--- config.mk ---
export PLATFORM = sky130hd
export DESIGN_NAME = obct_cordic
export DESIGN_NICKNAME = d
export VERILOG_FILES = /design/src/hw/rtl/obct_pkg.sv /design/src/hw/rtl/obct_cordic.sv
export SDC_FILE = /design/constraint.sdc
export NUM_CORES = 2
export LEC_CHECK = 0
export BUFFER_PORTS_ARGS = -buffer_cell sky130_fd_sc_hd__buf_2
export CORE_MARGIN = 2
export CORE_UTILIZATION = 70
export CTS_CLUSTER_DIAMETER = 40
export DETAILED_ROUTE_END_ITERATION = 8
export PLACE_DENSITY = 0.88
export SLEW_MARGIN = 5
export SYNTH_ARGS = -nofsm -noshare
export SYNTH_HDL_FRONTEND = slang
export SYNTH_SLANG_ARGS = --single-unit
export TNS_END_PERCENT = 50
--- constraint.sdc ---
create_clock -name aclk -period 9.9 [get_ports aclk]
set_clock_uncertainty 0.2 [all_clocks]
set_input_delay 0.99 -clock aclk [delete_from_list [all_inputs] [get_ports aclk]]
set_output_delay 0.99 -clock aclk [all_outputs]
set_load 0.01 [all_outputs]
--- src/hw/rtl/obct_pkg.sv ---
// Shared constants and the arctangent table for the oriented box collision test.
package obct_pkg;

    localparam int COORD_WIDTH   = 16;
    localparam int ANGLE_WIDTH   = 16;
    localparam int TRIG_WIDTH    = 16;
    localparam int CORDIC_ITERS  = 16;
    localparam int CORDIC_XW     = 18;
    localparam int CORDIC_ZW     = 32;
    localparam int CORDIC_STAGES = CORDIC_ITERS + 1;
    localparam int TEST_STAGES   = 5;
    localparam int PIPE_STAGES   = 1 + CORDIC_STAGES + TEST_STAGES;

    // Start vector of the rotation; it absorbs the CORDIC gain.
    localparam logic signed [CORDIC_XW-1:0] CORDIC_X0 = 18'sd19898;
    localparam logic signed [CORDIC_XW-1:0] TRIG_MAX  = 18'sd32767;

    // Quadrant codes taken from the top two angle bits.
    localparam logic [1:0] QUAD_0 = 2'd0;
    localparam logic [1:0] QUAD_1 = 2'd1;
    localparam logic [1:0] QUAD_2 = 2'd2;
    localparam logic [1:0] QUAD_3 = 2'd3;

    // Arctangent of 2^-i with 2^32 units per turn.
    function automatic logic signed [CORDIC_ZW-1:0] cordic_atan(input logic [3:0] idx);
        logic signed [CORDIC_ZW-1:0] r;
        unique case (idx)
            4'd0:  r = 32'sh20000000;
            4'd1:  r = 32'sh12E4051E;
            4'd2:  r = 32'sh09FB385B;
            4'd3:  r = 32'sh051111D4;
            4'd4:  r = 32'sh028B0D43;
            4'd5:  r = 32'sh0145D7E1;
            4'd6:  r = 32'sh00A2F61E;
            4'd7:  r = 32'sh00517C55;
            4'd8:  r = 32'sh0028BE53;
            4'd9:  r = 32'sh00145F2F;
            4'd10: r = 32'sh000A2F98;
            4'd11: r = 32'sh000517CC;
            4'd12: r = 32'sh00028BE6;
            4'd13: r = 32'sh000145F3;
            4'd14: r = 32'sh0000A2FA;
            default: r = 32'sh0000517D;
        endcase
        return r;
    endfunction

endpackage

--- src/hw/rtl/obct_cordic.sv ---
// Pipelined CORDIC giving Q1.15 cosine and sine of a binary angle.
module obct_cordic #(
    parameter int ANGLE_WIDTH = obct_pkg::ANGLE_WIDTH
) (
    input  logic                                     aclk,
    input  logic                                     en,
    input  logic [ANGLE_WIDTH-1:0]                   angle,
    output logic signed [obct_pkg::TRIG_WIDTH-1:0]   cos_out,
    output logic signed [obct_pkg::TRIG_WIDTH-1:0]   sin_out
);

    localparam int XW = obct_pkg::CORDIC_XW;
    localparam int ZW = obct_pkg::CORDIC_ZW;
    localparam int N  = obct_pkg::CORDIC_ITERS;
    localparam int TW = obct_pkg::TRIG_WIDTH;

    logic [ZW-1:0] a32;
    assign a32 = {angle, (ZW - ANGLE_WIDTH)'(0)};

    logic signed [XW-1:0] x_reg [1:N];
    logic signed [XW-1:0] y_reg [1:N];
    logic signed [ZW-1:0] z_reg [1:N];
    logic [1:0]           q_reg [1:N];

    for (genvar i = 0; i < N; i++) begin : g_iter
        logic signed [XW-1:0] xi, yi;
        logic signed [ZW-1:0] zi;
        logic [1:0]           qi;
        if (i == 0) begin : g_first
            assign xi = obct_pkg::CORDIC_X0;
            assign yi = '0;
            assign zi = {2'b00, a32[ZW-3:0]};
            assign qi = a32[ZW-1:ZW-2];
        end else begin : g_next
            assign xi = x_reg[i];
            assign yi = y_reg[i];
            assign zi = z_reg[i];
            assign qi = q_reg[i];
        end
        always_ff @(posedge aclk) begin
            if (en) begin
                if (!zi[ZW-1]) begin
                    x_reg[i+1] <= xi - (yi >>> i);
                    y_reg[i+1] <= yi + (xi >>> i);
                    z_reg[i+1] <= zi - obct_pkg::cordic_atan(4'(i));
                end else begin
                    x_reg[i+1] <= xi + (yi >>> i);
                    y_reg[i+1] <= yi - (xi >>> i);
                    z_reg[i+1] <= zi + obct_pkg::cordic_atan(4'(i));
                end
                q_reg[i+1] <= qi;
            end
        end
    end

    logic signed [XW-1:0] xc, yc;
    logic signed [TW-1:0] xs, ys;
    logic signed [TW-1:0] cos_next, sin_next, cos_reg, sin_reg;

    always_comb begin
        if (x_reg[N] > obct_pkg::TRIG_MAX) begin
            xc = obct_pkg::TRIG_MAX;
        end else if (x_reg[N] < -obct_pkg::TRIG_MAX) begin
            xc = -obct_pkg::TRIG_MAX;
        end else begin
            xc = x_reg[N];
        end
        if (y_reg[N] > obct_pkg::TRIG_MAX) begin
            yc = obct_pkg::TRIG_MAX;
        end else if (y_reg[N] < -obct_pkg::TRIG_MAX) begin
            yc = -obct_pkg::TRIG_MAX;
        end else begin
            yc = y_reg[N];
        end
        xs = xc[TW-1:0];
        ys = yc[TW-1:0];
        unique case (q_reg[N])
            obct_pkg::QUAD_0: begin cos_next = xs;  sin_next = ys;  end
            obct_pkg::QUAD_1: begin cos_next = -ys; sin_next = xs;  end
            obct_pkg::QUAD_2: begin cos_next = -xs; sin_next = -ys; end
            default:          begin cos_next = ys;  sin_next = -xs; end
        endcase
    end

    always_ff @(posedge aclk) begin
        if (en) begin
            cos_reg <= cos_next;
            sin_reg <= sin_next;
        end
    end

    assign cos_out = cos_reg;
    assign sin_out = sin_reg;

endmodule

==> summary.md <==
| Metric | Value |
|---|---|
| Number of nets in the layout | 8,355 |
| Die ar. | 108,000 um2 |
| Number of max-slew violations in the final report | 0 |
| Routed length per placed instance | 18.7 um |
| Upper clock frequency limit | around 170 MHz |
| Critical path capture point type | flop |
| Cell type group with the largest total delay on the critical path | compound AO/OA/AOI/OAI gates |
| Post-CTS setup buffer count | 0 |
| Post-route standard cell area excluding fillers | 80,900 um2 |
| Maximum buffer depth of the clock tree | 3 |
| Fraction of synthesized cell area in xor and xnor cells | 10.8% |
| Global placement routability congestion | 0.935 |
| Sort of element at the start of the critical path | input port |
| Library cells used by synthesis | between 90 and 100 |
| Final HPWL DP | ~120,000 um |
| Fraction of final layout cells with drive strength greater than 1 | ~5.6% |
| Path length in cells of the critical path | 15 |
| Resize count post-CTS | 0 |
| Final Hold Violating Endpoints | 0 |
| Fin crit period | 5.78 ns |
| Leading post-synthesis cells by instance count | 971 x sky130_fd_sc_hd__edfxtp_1, 909 x sky130_fd_sc_hd__ha_1, 698 x sky130_fd_sc_hd__a21oi_1, 639 x sky130_fd_sc_hd__xnor2_1, 554 x sky130_fd_sc_hd__nor2_1 |
| Hold Path Origin | angle[11] |
| Critical path, cell by cell | buf_8, nand2_1, clkinv_1, nor2_1, xor2_1, ha_1, inv_1, o21ai_0, a2111oi_0, o31a_1, a21oi_1, nor2b_1, a2111oi_0, a21oi_1, xnor2_1 |
| Mux contribution to synthesized area | 0.917% |
| Dominant cell type by area after synthesis | sky130_fd_sc_hd__edfxtp_1 |
| IO Count | 50 |
| Total congestion overflow | 0 |
| Mapped Cells | 7,269 |
| Global-route usage over all layers | 30.3% |
| Post-Synth Adder-Cell Area | approximately 16% |
| Post-synthesis compound-gate area fraction | 17.9% |
| Floorplan Core Area | 105,000 um2 |
| Predominant post-synthesis flop cell | sky130_fd_sc_hd__edfxtp_1 |
| Vias in the first global route | 56.0k |
| Syn-to-layout area delta | 9.66% |
| Number of stages on the worst hold path | 1 |
| Horizontal die dimension | 329 um |
| Relative slew slack | 18.3% |
| CP max-delay cell | sky130_fd_sc_hd__clkinv_1 |
| Post-Syn Area | between 70,000 and 80,000 um2 |
| Final-report setup violation count | 0 |
| Hold-fix buffer count after cts | 0 |
| Area post-placement | 75,600 um2 |
| Main combinational cell family by area after synthesis | compound AO/OA/AOI/OAI gates |
| Global-route wire length before repair | 271,000 um |
| Largest stage delay on the critical path | between 0.8 and 0.9 ns |
| CTS sink cnt | roughly 1,000 |
| Clock-pin slew on the worst setup and hold paths | 0.05 ns |
| Actual slew at the worst max-slew pin | 1.19 ns |
| CP bufs+invs | 3 |
| Depth of the worst register-to-register path | 14 |
| Max reg flops | 403 |
| Detailed-router iteration count before antenna repair | 6 |
| Largest net degree at the start of global routing | approximately 180 |
| Total of max-cap violations | 0 |
| Post-route ant nets | 0 |
| # port buffers | a little under 50 |
| Class of the tightest hold or removal check | input port to flop |
| Top post-synthesis cells by area | sky130_fd_sc_hd__edfxtp_1 40%, sky130_fd_sc_hd__ha_1 15%, sky130_fd_sc_hd__xnor2_1 7.6% |
| Detailed-route DRC error count | 0 |
| TritonCTS clock tree | done |
| Latest clock arrival within the worst-skew pair | 0.78 ns |
| Iteration-0 DRC Markers | 5,151 |
| Warnings, synthesis | 0 |
| Basic-gate share of the synthesized area counting and, or, nand and nor cells | roughly an eighth |
| Fraction of synthesized cell area taken by the top area cell type | 39.5% |
| Tcrit/Tclk final | 58.4% |
| Number of CTS-inserted buffers | approximately 150 |
| CP Class | input port to flop |
| Register bit count reported by yosys | between 900 and 1k |
| Proportion of synthesized flip-flops having asynchronous set or reset | 0% |
| Antenna violations before repair | 1 |
| End point of the worst hold path | z_reg[0][59] |
| Worst path required time | 10.20 ns |
| Total wire length | 167,000 um |
| Portion of the post-synthesis area used by sequential elements | between 30% and 40% |
| Most instantiated library cell after synthesis | sky130_fd_sc_hd__edfxtp_1 |
| FP Rows | 119 |
| Status | finished clean |
| Destination of the worst register-to-register timing path | x_reg[0][143] |
| Count of flip-flops with a built-in enable after synthesis | a little under 1k |
| Worst reg2reg setup slack | about 4.5 ns |
| Root buffer cell | sky130_fd_sc_hd__clkbuf_16 |
| Syn_area_per_cell | 10.2 um2 |
| Vias post-DR | 57.1k |
| Ratio of routed vias to standard cells | 6.41 |
| Post-Route Setup TNS | 0 ns |
| Data arrival time at the worst-slack endpoint | 6.08 ns |
| Highest fanout seen on the critical path | 77 |
| Source of the worst register-to-register timing path | z_reg[0][223] |
| Die boundary height | 329 um |
| Unrepaired setup endpoints after global routing | false |
| Starting Density | 70.3% |
| CTS H-Tree Depth | 4 |
| Count of inserted antenna diode cells | 0 |
-- layout by cell type, fill, tap and decap left out, drive strengths merged, types with 207 or more instances in the layout --
cell type,n
xnor2,639
nor2,554
nor3,207
nand2,423
edfxtp,971
ha,909
o21ai,408
a21oi,698
xor2,271
inv,368
a21o,261
-- per-layer routing --
| metal | track usage, % | vias up | part of all wire, % |
|---|---|---|---|
| met3 | 4.12 | 462 | 5.7 |
| met4 | 12.1 | 0 | 3.4 |
| li1 | - | 27400 | - |
| met1 | 37.1 | 27200 | 40 |
| met5 | 0 | - | 0 |
| met2 | 54.1 | 2074 | 51 |
-- final cells by class --
class	instances	area (um2)
multi-input combinational	5837	42900
sequential	971	29200
fill	6559	24100
clock buffer	169	3910
tap	1391	1740
clock inverter	116	1360
inverter	342	1280
timing repair buffer	87	591
-- kinds of logic after synthesis --
group,after synthesis
simple gates,1856
mux,57
xor+xnor,910
flops,971
other cells,1
fa+ha+maj,945
buf+inv,464
compound gates,2065
-- stage by stage --
| step | worst slack [ns] | hold WS, ns | utilization [%] | cells |
|---|---|---|---|---|
| 2_1_floorplan | 4.36 | 0.200 | - | 7272 |
| 3_3_place_gp | 3.71 | 0.201 | 72.1 | 8628 |
| 3_5_place_dp | 3.60 | 0.205 | 72.1 | 8628 |
| 4_1_cts | 4.34 | 0.163 | 77.1 | 8913 |
| 5_1_grt | 3.87 | 0.179 | 77.1 | 8913 |
| 6_report | 4.12 | 0.200 | 77.1 | 8913 |
-- worst max path at each step --
stage / start / end / slack, ns
global route: en / x_reg[0][179] / 3.87
detailed placement: en / x_reg[0][305] / 3.60
floorplan: en / x_reg[0][287] / 4.36
global placement: en / x_reg[0][179] / 3.71
finish: en / x_reg[0][143] / 4.12
CTS: en / x_reg[0][305] / 4.34
Power is not shown: default switching activity piles up to over one toggle a cycle in this logic, so the estimate is an artifact.
