--- src/hw/rtl/obct_delay.sv ---
// Enabled shift line that carries side data alongside the CORDIC pipeline.
module obct_delay #(
    parameter int WIDTH = 8,
    parameter int DEPTH = 2
) (
    input  logic             aclk,
    input  logic             en,
    input  logic [WIDTH-1:0] din,
    output logic [WIDTH-1:0] dout
);

    logic [WIDTH-1:0] tap_reg [0:DEPTH-1];

    always_ff @(posedge aclk) begin
        if (en) begin
            tap_reg[0] <= din;
            for (int i = 1; i < DEPTH; i++) begin
                tap_reg[i] <= tap_reg[i-1];
            end
        end
    end

    assign dout = tap_reg[DEPTH-1];

endmodule

--- config.mk ---
export PLATFORM = sky130hd
export DESIGN_NAME = obct_delay
export DESIGN_NICKNAME = d
export VERILOG_FILES = /design/src/hw/rtl/obct_delay.sv
export SDC_FILE = /design/constraint.sdc
export NUM_CORES = 1
export LEC_CHECK = 0
export BUFFER_PORTS_ARGS = -buffer_cell sky130_fd_sc_hd__buf_2
export CAP_MARGIN = 10
export CORE_MARGIN = 10
export CORE_UTILIZATION = 41
export DETAILED_ROUTE_END_ITERATION = 7
export PLACE_DENSITY = 0.7
export SLEW_MARGIN = 20
export SYNTH_ARGS = -nofsm -noshare
export SYNTH_HDL_FRONTEND = slang
export SYNTH_SLANG_ARGS = --single-unit
--- constraint.sdc ---
create_clock -name aclk -period 0.8 [get_ports aclk]
set_clock_uncertainty 0.05 [all_clocks]
set_input_delay 0.08 -clock aclk [delete_from_list [all_inputs] [get_ports aclk]]
set_output_delay 0.08 -clock aclk [all_outputs]
set_load 0.02 [all_outputs]
==> results.toml, run 1 <==
[grt]
busiest_layer = "met2"
number_of_antenna_violations_at_the_first_check_in_global_routing = 0
grtUsageMet2 = 0.0602
grt_remaining_overflow = 0
grt_pass1_vias = 258
grt_usage = 0.0449
maximum_number_of_pins_on_one_net_before_global_route_repair = 17
grt_use_met3 = 0.0315
grt_util_met1 = 0.0447
grt_pass1_wl_um = 1080

[critical_path]
cp_data_required_time_ns = 0.67
timing.setup.critical_path_class = "reg2out"
start_kind = "flop"
cp_cell_sequence = "buf_6"
reg_to_reg_slack_setup_ns = 0.12
critPathMaxStageDelay_ns = 0.39
crit-reg2reg-capture = "tap_reg[0][8]"
critical_path.n_buffers_inverters = 1
critical_path_end = "dout[6]"
cp_max_fo = 1
timing.critical_path.slowest_stage_cell = "sky130_fd_sc_hd__edfxtp_1"
cp.arrival_ns = 0.81
worst_r2r_path_depth = 0
startpoint = "tap_reg[0][14]"
timing.critical_path.max_delay_family = "flip-flops"
worstReg2RegStart = "tap_reg[0][0]"
critical_path.endpoint_type = "primary output"
critical_path_depth = 1

[worst_hold_path]
holdCritPathClass = "in2reg"

[die]
die_span_y_um = 56.3
initial_utilization = 0.426
placement_rows = 13
floorplan.die_area_um2 = 3170
x_dimension_of_the_die_um = 56.3
floorplan.io_pins = 18
placeableCoreArea_um2 = 1270

[cts]
cts.root.buffer_cell = "sky130_fd_sc_hd__clkbuf_4"
worst_skew_pair.late_latency_ns = 0.27
clock_sink_count = 16
cts_setup_buffers = 0
htree_num_levels = 1
cts-root-to-sink-buffers = 2
cts_tree = "yes"
cts.clk_slew.worst_paths_ns = 0.09
cts_buffers = 3

[yosys]
seq_area_frac_synth = 0.889
synth_edf_count = 16
synthesis.area_um2 = 541
synthDominantAreaCellType = "sky130_fd_sc_hd__edfxtp_1"
synthArstFlopShare = 0
synthMostInstantiatedCell = "sky130_fd_sc_hd__edfxtp_1"
post_synth.cell_area_avg_um2 = 22.5
syn_inst = 24
yosysWarningCount = 0
synth_top_flop_cell = "sky130_fd_sc_hd__edfxtp_1"
synth_top_area_frac = 0.889
number_of_unique_standard_cell_types_used_by_synthesis = 2
synth-seq-cells = 16
synth_nets = 34
synth_top_cells_by_count = "sky130_fd_sc_hd__edfxtp_1 (16), sky130_fd_sc_hd__buf_4 (8)"
synth_area_leaders = "sky130_fd_sc_hd__edfxtp_1 (89%), sky130_fd_sc_hd__buf_4 (11%)"

[sta]
max_slew.worst_pin.slew_ns = 0.320
setup_slack_ns = -0.143
layout_min_cycle_time_ns = 0.943
grt_setup_unrepaired = "true"
timing.final.hold_violations = 0
timing.final.setup_violations = 8
hold-worst-slack_ns = 0.163
timing.max_slew.rel_slack = 0.786
report.final.slew_viol_count = 0
final.period_utilization = 1.18
clock.fmax_mhz = 1060

[route]
wl_um = 705
antenna_violating_nets_post_route = 0
vias_per_cell = 4.03
detail_route.first_pass.iterations = 2
drt_drc_violations_left = 0
dr_total_vias = 242
detailedRoute.firstIterationViolations = 3
wire_length_per_cell_after_detailed_routing_um = 11.8

[placement]
dp.cells = 48
finalWeightedCongestion = 0.571
buffer_ports.inserted = 17

[layout]
areaGrowthSynthToFinish_pct = 33.6
finish.cell_count_without_fillers = 60
multi_input_area_um2 = 0
largest_register_ff_count = 16
drive_above_1_share = 0.444
num-multi-input-gates = 0
diodes = 0
design.final.nets = 56
utilization = 0.569

[power_and_ir_drop]
power.leakage_nw = 0.283
cellPowerDensity_nw_per_um2 = 2160
ir_drop_mv = 1.10

[status]
violated_checks = "setup timing"
status = "finished with violations"

[run]
maxCapViolCount = 0
-- area by class of cell --
type | count | area [µm²]
repair buffers | 25 | 196
well taps | 15 | 18.8
fillers | 98 | 547
clock inverters | 1 | 3.75
clock buffers | 3 | 22.5
flip-flops and latches | 16 | 480
-- metal layers --
metal,routed length (µm),vias up,share of wire
li1,-,121,-
met1,326,108,0.46
met2,307,13,0.44
met3,70,0,0.099
met4,0,0,0
met5,0,-,0
-- power by group --
part | internal (mW) | switching [mW] | leakage, nW
Sequential | 0.993 | 0.0156 | 0.157
Combinational | 0.0767 | 0.0665 | 0.111
Clock | 0.181 | 0.231 | 0.0154
Total | 1.25 | 0.313 | 0.283
-- worst min-delay path by stage --
stage / from / to / slack, ns / depth (start not counted)
floorplan: din[0] / tap_reg[0][0] / 0.13 / 0
global placement: din[4] / tap_reg[0][4] / 0.21 / 1
detailed placement: din[2] / tap_reg[0][2] / 0.21 / 1
CTS: en / tap_reg[0][2] / 0.17 / 1
global route: en / tap_reg[0][6] / 0.16 / 1
finish: en / tap_reg[0][6] / 0.16 / 1
-- cell usage in the layout, fill, tap and decap left out, drive strengths merged --
| cell | count |
|---|---|
| buf | 17 |
| clkbuf | 3 |
| clkinv | 1 |
| dlygate4sd3 | 8 |
| edfxtp | 16 |
-- metrics by stage --
step | power [mW] | setup WS, ns | instance area (µm²) | setup TNS, ns
after floorplan | 1.09 | 0.161 | 541 | 0
after global placement | 1.12 | 0.0573 | 584 | 0
after detailed placement | 1.12 | 0.0308 | 584 | 0
after CTS | 1.55 | -0.153 | 691 | -1.12
after global routing | 1.64 | -0.202 | 722 | -1.44
final | 1.56 | -0.143 | 722 | -1.07
-- what timing repair did --
action,4_1_cts,5_1_grt
endpoints found under the setup margin,8,8
gates resized for setup,0,10
hold buffers,8,0
endpoints found under the hold margin,8,0
-- cell families (layout without fill, tap and decap cells) --
group,after synthesis,in the layout,synth area share
buffers and inverters,8,29,0.111
flip-flops,16,16,0.889
Power figures use the tool's default switching activity.
==> inputs of run 2 (changes only) <==
--- a/config.mk
+++ b/config.mk
@@ -12,2 +12,4 @@
 export DETAILED_ROUTE_END_ITERATION = 7
+export GPL_TIMING_DRIVEN = 0
+export MAX_ROUTING_LAYER = met4
 export PLACE_DENSITY = 0.7
--- a/constraint.sdc
+++ b/constraint.sdc
@@ -4,2 +4,2 @@
 set_output_delay 0.08 -clock aclk [all_outputs]
-set_load 0.02 [all_outputs]
+set_load 0.1 [all_outputs]
==> results.toml, run 2 (synthesized netlist as in run 1, its figures left out) <==
[die]
placeableCoreArea_um2 = 1270
floorplan.die_area_um2 = 3170
x_dimension_of_the_die_um = 56.3
floorplan.io_pins = 18
initial_utilization = 0.426
placement_rows = 13
die_span_y_um = 56.3

[route]
detail_route.first_pass.iterations = 3
wire_length_per_cell_after_detailed_routing_um = 12.9
drt_drc_violations_left = 0
wl_um = 763
dr_total_vias = 237
detailedRoute.firstIterationViolations = 6
antenna_violating_nets_post_route = 0
vias_per_cell = 4.02

[cts]
cts_tree = "yes"
cts_buffers = 3
worst_skew_pair.late_latency_ns = 0.27
clock_sink_count = 16
cts.root.buffer_cell = "sky130_fd_sc_hd__clkbuf_4"
cts_setup_buffers = 0
cts.clk_slew.worst_paths_ns = 0.08
cts-root-to-sink-buffers = 2
htree_num_levels = 1

[sta]
timing.max_slew.rel_slack = 0.783
timing.final.hold_violations = 0
setup_slack_ns = -0.220
clock.fmax_mhz = 981
max_slew.worst_pin.slew_ns = 0.326
grt_setup_unrepaired = "true"
layout_min_cycle_time_ns = 1.02
hold-worst-slack_ns = 0.174
timing.final.setup_violations = 8
report.final.slew_viol_count = 0
final.period_utilization = 1.27

[layout]
num-multi-input-gates = 0
layout_common_cells = "sky130_fd_sc_hd__edfxtp_1 (16), sky130_fd_sc_hd__buf_2 (9), sky130_fd_sc_hd__dlygate4sd3_1 (8), sky130_fd_sc_hd__buf_12 (8), sky130_fd_sc_hd__clkbuf_4 (3)"
commonest_non_fill_non_tap_cell_in_the_layout = "sky130_fd_sc_hd__edfxtp_1"
design.final.nets = 56
final_area_um2 = 807
multi_input_area_um2 = 0
filler_cell_count = 97
drive_above_1_share = 0.455
areaGrowthSynthToFinish_pct = 49.3
largest_register_ff_count = 16
diodes = 0

[grt]
grt_usage = 0.0501
maximum_number_of_pins_on_one_net_before_global_route_repair = 17
number_of_antenna_violations_at_the_first_check_in_global_routing = 0
grt_pass1_vias = 244
grt_pass1_wl_um = 1150
grt_remaining_overflow = 0

[power_and_ir_drop]
combPwrFrac = 0.208
ir_drop_mv = 1.06
cellPowerDensity_nw_per_um2 = 2200
total_power_mw = 1.77
power.leakage_nw = 0.314
total_switching_power_uw = 464
power_frac_clock = 0.215
seqPwrFrac = 0.578
switching_share = 0.262
p_int_mw = 1.31

[critical_path]
critical_path.endpoint_type = "primary output"
crit-reg2reg-capture = "tap_reg[0][14]"
cp_data_required_time_ns = 0.67
worst_r2r_path_depth = 0
start_kind = "flop"
cp_max_fo = 1
timing.critical_path.slowest_stage_cell = "sky130_fd_sc_hd__edfxtp_1"
cp.arrival_ns = 0.89
reg_to_reg_slack_setup_ns = 0.12
worstReg2RegStart = "tap_reg[0][6]"
critPathMaxStageDelay_ns = 0.43
critical_path.n_buffers_inverters = 1
timing.setup.critical_path_class = "reg2out"
cp_cell_sequence = "buf_12"
timing.critical_path.max_delay_family = "flip-flops"

[worst_hold_path]
timing.hold.worst_path_depth = 1
holdCritPathClass = "in2reg"
min_delay_worst_endpoint = "tap_reg[0][14]"
hold_path.startpoint = "en"

[status]
violated_checks = "setup timing"
status = "finished with violations"

[run]
maxCapViolCount = 0

[placement]
buffer_ports.inserted = 17
placed_cell_area_um2 = 644
finalWeightedCongestion = 0.572
run 2: changes by cell type in the layout (fill, tap and decap cells not counted), sizes merged:
cell    delta
clkinv     -1
run 2: power groups by stage:
stage	Combinational [mW]	Sequential, mW	Clock [mW]
2_1_floorplan	0.235	1.02	0
3_3_place_gp	0.290	1.02	0
3_5_place_dp	0.293	1.03	0
4_1_cts	0.369	1.03	0.399
5_1_grt	0.379	1.03	0.438
6_report	0.368	1.02	0.380
run 2: through the flow:
step	std cells	util	TNS [ns]	setup WS, ns
after floorplan	24	-	0	0.0951
after CTS	59	0.636	-1.82	-0.239
final	59	0.636	-1.65	-0.220
after global routing	59	0.636	-1.94	-0.262
after global placement	56	0.508	-1.06	-0.133
after detailed placement	56	0.508	-1.13	-0.160
run 2: per-layer routing:
layer	wire (µm)	track usage
met1	274	0.0377
met2	402	0.0792
met3	86	0.0360
met4	0	0.0412
met5	0	-
run 2: worst max path at each step:
stage	from	end	slack, ns	depth (start not counted)
final	tap_reg[0][10]	dout[2]	-0.22	1
after global routing	tap_reg[0][10]	dout[2]	-0.26	1
after CTS	tap_reg[0][10]	dout[2]	-0.24	1
after detailed placement	tap_reg[0][10]	dout[2]	-0.16	2
after global placement	tap_reg[0][10]	dout[2]	-0.13	2
after floorplan	tap_reg[0][8]	dout[0]	0.1	1
run 2: repair_timing:
item,in CTS,in global routing
hold endpoints to repair,8,0
setup endpoints to repair,8,8
hold buffers,8,0
gates resized for setup,32,0
run 2: layout make-up:
type | instances | area (µm²) | share of cell area
well taps | 15 | 18.8 | 0.0233
flip-flops and latches | 16 | 480 | 0.595
clock buffers | 3 | 22.5 | 0.0279
repair buffers | 25 | 285 | 0.353
==> inputs of run 3 (changes only) <==
Settings changed: CORE_MARGIN 10 to not set.
==> results.toml, run 3 (synthesized netlist as in run 1, its figures left out) <==
[die]
initial_utilization = 0.462
placement_rows = 12
die_span_y_um = 38.3
floorplan.io_pins = 18
x_dimension_of_the_die_um = 38.3
placeableCoreArea_um2 = 1170
floorplan.die_area_um2 = 1470

[layout]
layout_common_cells = "sky130_fd_sc_hd__edfxtp_1 (16), sky130_fd_sc_hd__buf_2 (9), sky130_fd_sc_hd__dlygate4sd3_1 (8), sky130_fd_sc_hd__buf_12 (8), sky130_fd_sc_hd__clkbuf_4 (3)"
drive_above_1_share = 0.455
diodes = 0
areaGrowthSynthToFinish_pct = 49.1
commonest_non_fill_non_tap_cell_in_the_layout = "sky130_fd_sc_hd__edfxtp_1"
filler_cell_count = 77
multi_input_area_um2 = 0
largest_register_ff_count = 16
num-multi-input-gates = 0
design.final.nets = 56
register_area_um2 = 480

[route]
drt_drc_violations_left = 0
antenna_violating_nets_post_route = 0
detailedRoute.firstIterationViolations = 2
wire_length_per_cell_after_detailed_routing_um = 9.76
wl_um = 566
dr_total_vias = 239
detail_route.first_pass.iterations = 2
vias_per_cell = 4.12

[placement]
placement.setup.worst_slack_ns = -0.158
finalWeightedCongestion = 0.589
buffer_ports.inserted = 17

[grt]
maximum_number_of_pins_on_one_net_before_global_route_repair = 17
grt_pass1_vias = 247
grt_usage = 0.0911
grt_remaining_overflow = 0
number_of_antenna_violations_at_the_first_check_in_global_routing = 0
grt_pass1_wl_um = 841

[critical_path]
critical_path.n_buffers_inverters = 1
timing.critical_path.max_delay_family = "flip-flops"
reg_to_reg_slack_setup_ns = 0.12
cp_cell_sequence = "buf_12"
start_kind = "flop"
critical_path_depth = 1
critPathMaxStageDelay_ns = 0.42
startpoint = "tap_reg[0][10]"
cp_data_required_time_ns = 0.67
critical_path.endpoint_type = "primary output"
worst_r2r_path_depth = 0
critical_path_end = "dout[2]"
crit-reg2reg-capture = "tap_reg[0][15]"
cp_max_fo = 1
timing.critical_path.slowest_stage_cell = "sky130_fd_sc_hd__edfxtp_1"
worstReg2RegStart = "tap_reg[0][7]"
cp.arrival_ns = 0.88
timing.setup.critical_path_class = "reg2out"

[cts]
worst_skew_pair.late_latency_ns = 0.27
cts-root-to-sink-buffers = 2
htree_num_levels = 1
cts_setup_buffers = 0
clock_sink_count = 16
cts_buffers = 3
cts.root.buffer_cell = "sky130_fd_sc_hd__clkbuf_4"
cts.clk_slew.worst_paths_ns = 0.08
cts_tree = "yes"

[sta]
layout_min_cycle_time_ns = 1.01
clock.fmax_mhz = 989
report.final.slew_viol_count = 0
max_slew.worst_pin.slew_ns = 0.334
timing.final.hold_violations = 0
grt_setup_unrepaired = "true"
timing.max_slew.rel_slack = 0.777
setup_slack_ns = -0.211
timing.final.setup_violations = 8
final.period_utilization = 1.26

[worst_hold_path]
holdCritPathClass = "in2reg"

[power_and_ir_drop]
total_power_mw = 1.77
cellPowerDensity_nw_per_um2 = 2200
power.leakage_nw = 0.314
ir_drop_mv = 1.12

[status]
violated_checks = "setup timing"
status = "finished with violations"

[run]
maxCapViolCount = 0
[run 3: cell counts in the layout (fill, tap and decap cells not counted)]
Identical to the previous run, type by type.
[run 3: how the worst min path moves through the flow]
stage               startpoint            end  slack [ns]  cells past startpoint
global placement        din[7]  tap_reg[0][7]        0.21                      1
floorplan               din[0]  tap_reg[0][0]        0.13                      0
finish                      en  tap_reg[0][3]        0.18                      1
detailed placement      din[3]  tap_reg[0][3]        0.21                      1
CTS                         en  tap_reg[0][3]        0.17                      1
global route                en  tap_reg[0][6]        0.18                      1
[run 3: cell type report]
class	count	area share
timing repair buffer	25	0.354
clock buffer	3	0.0280
sequential	16	0.596
tap	14	0.0217
[run 3: power by group]
| group | internal (mW) | switching (mW) |
|---|---|---|
| sequential | 0.995 | 0.0281 |
| clock | 0.174 | 0.211 |
| combinational | 0.139 | 0.227 |
[run 3: per-stage QoR]
step | instance area [µm²] | TNS [ns] | instances | hold WS [ns] | util
after floorplan | 541 | 0 | 24 | 0.129 | -
final | 806 | -1.65 | 58 | 0.178 | 0.688
after global routing | 806 | -1.88 | 58 | 0.180 | 0.688
after detailed placement | 643 | -1.09 | 55 | 0.208 | 0.549
after CTS | 806 | -1.71 | 58 | 0.168 | 0.688
after global placement | 643 | -1.02 | 55 | 0.206 | 0.549
[run 3: metal layers]
metal / track usage / up-vias / wire [µm]
li1: - / 120 / -
met1: 0.0927 / 104 / 226
met2: 0.161 / 15 / 294
met3: 0.0174 / 0 / 45
met4: 0.0536 / 0 / 0
met5: - / - / 0
[run 3: timing repair]
action,in CTS,in global routing
setup endpoints to repair,8,8
resized for setup,32,0
hold endpoints to repair,8,0
hold buffers,8,0
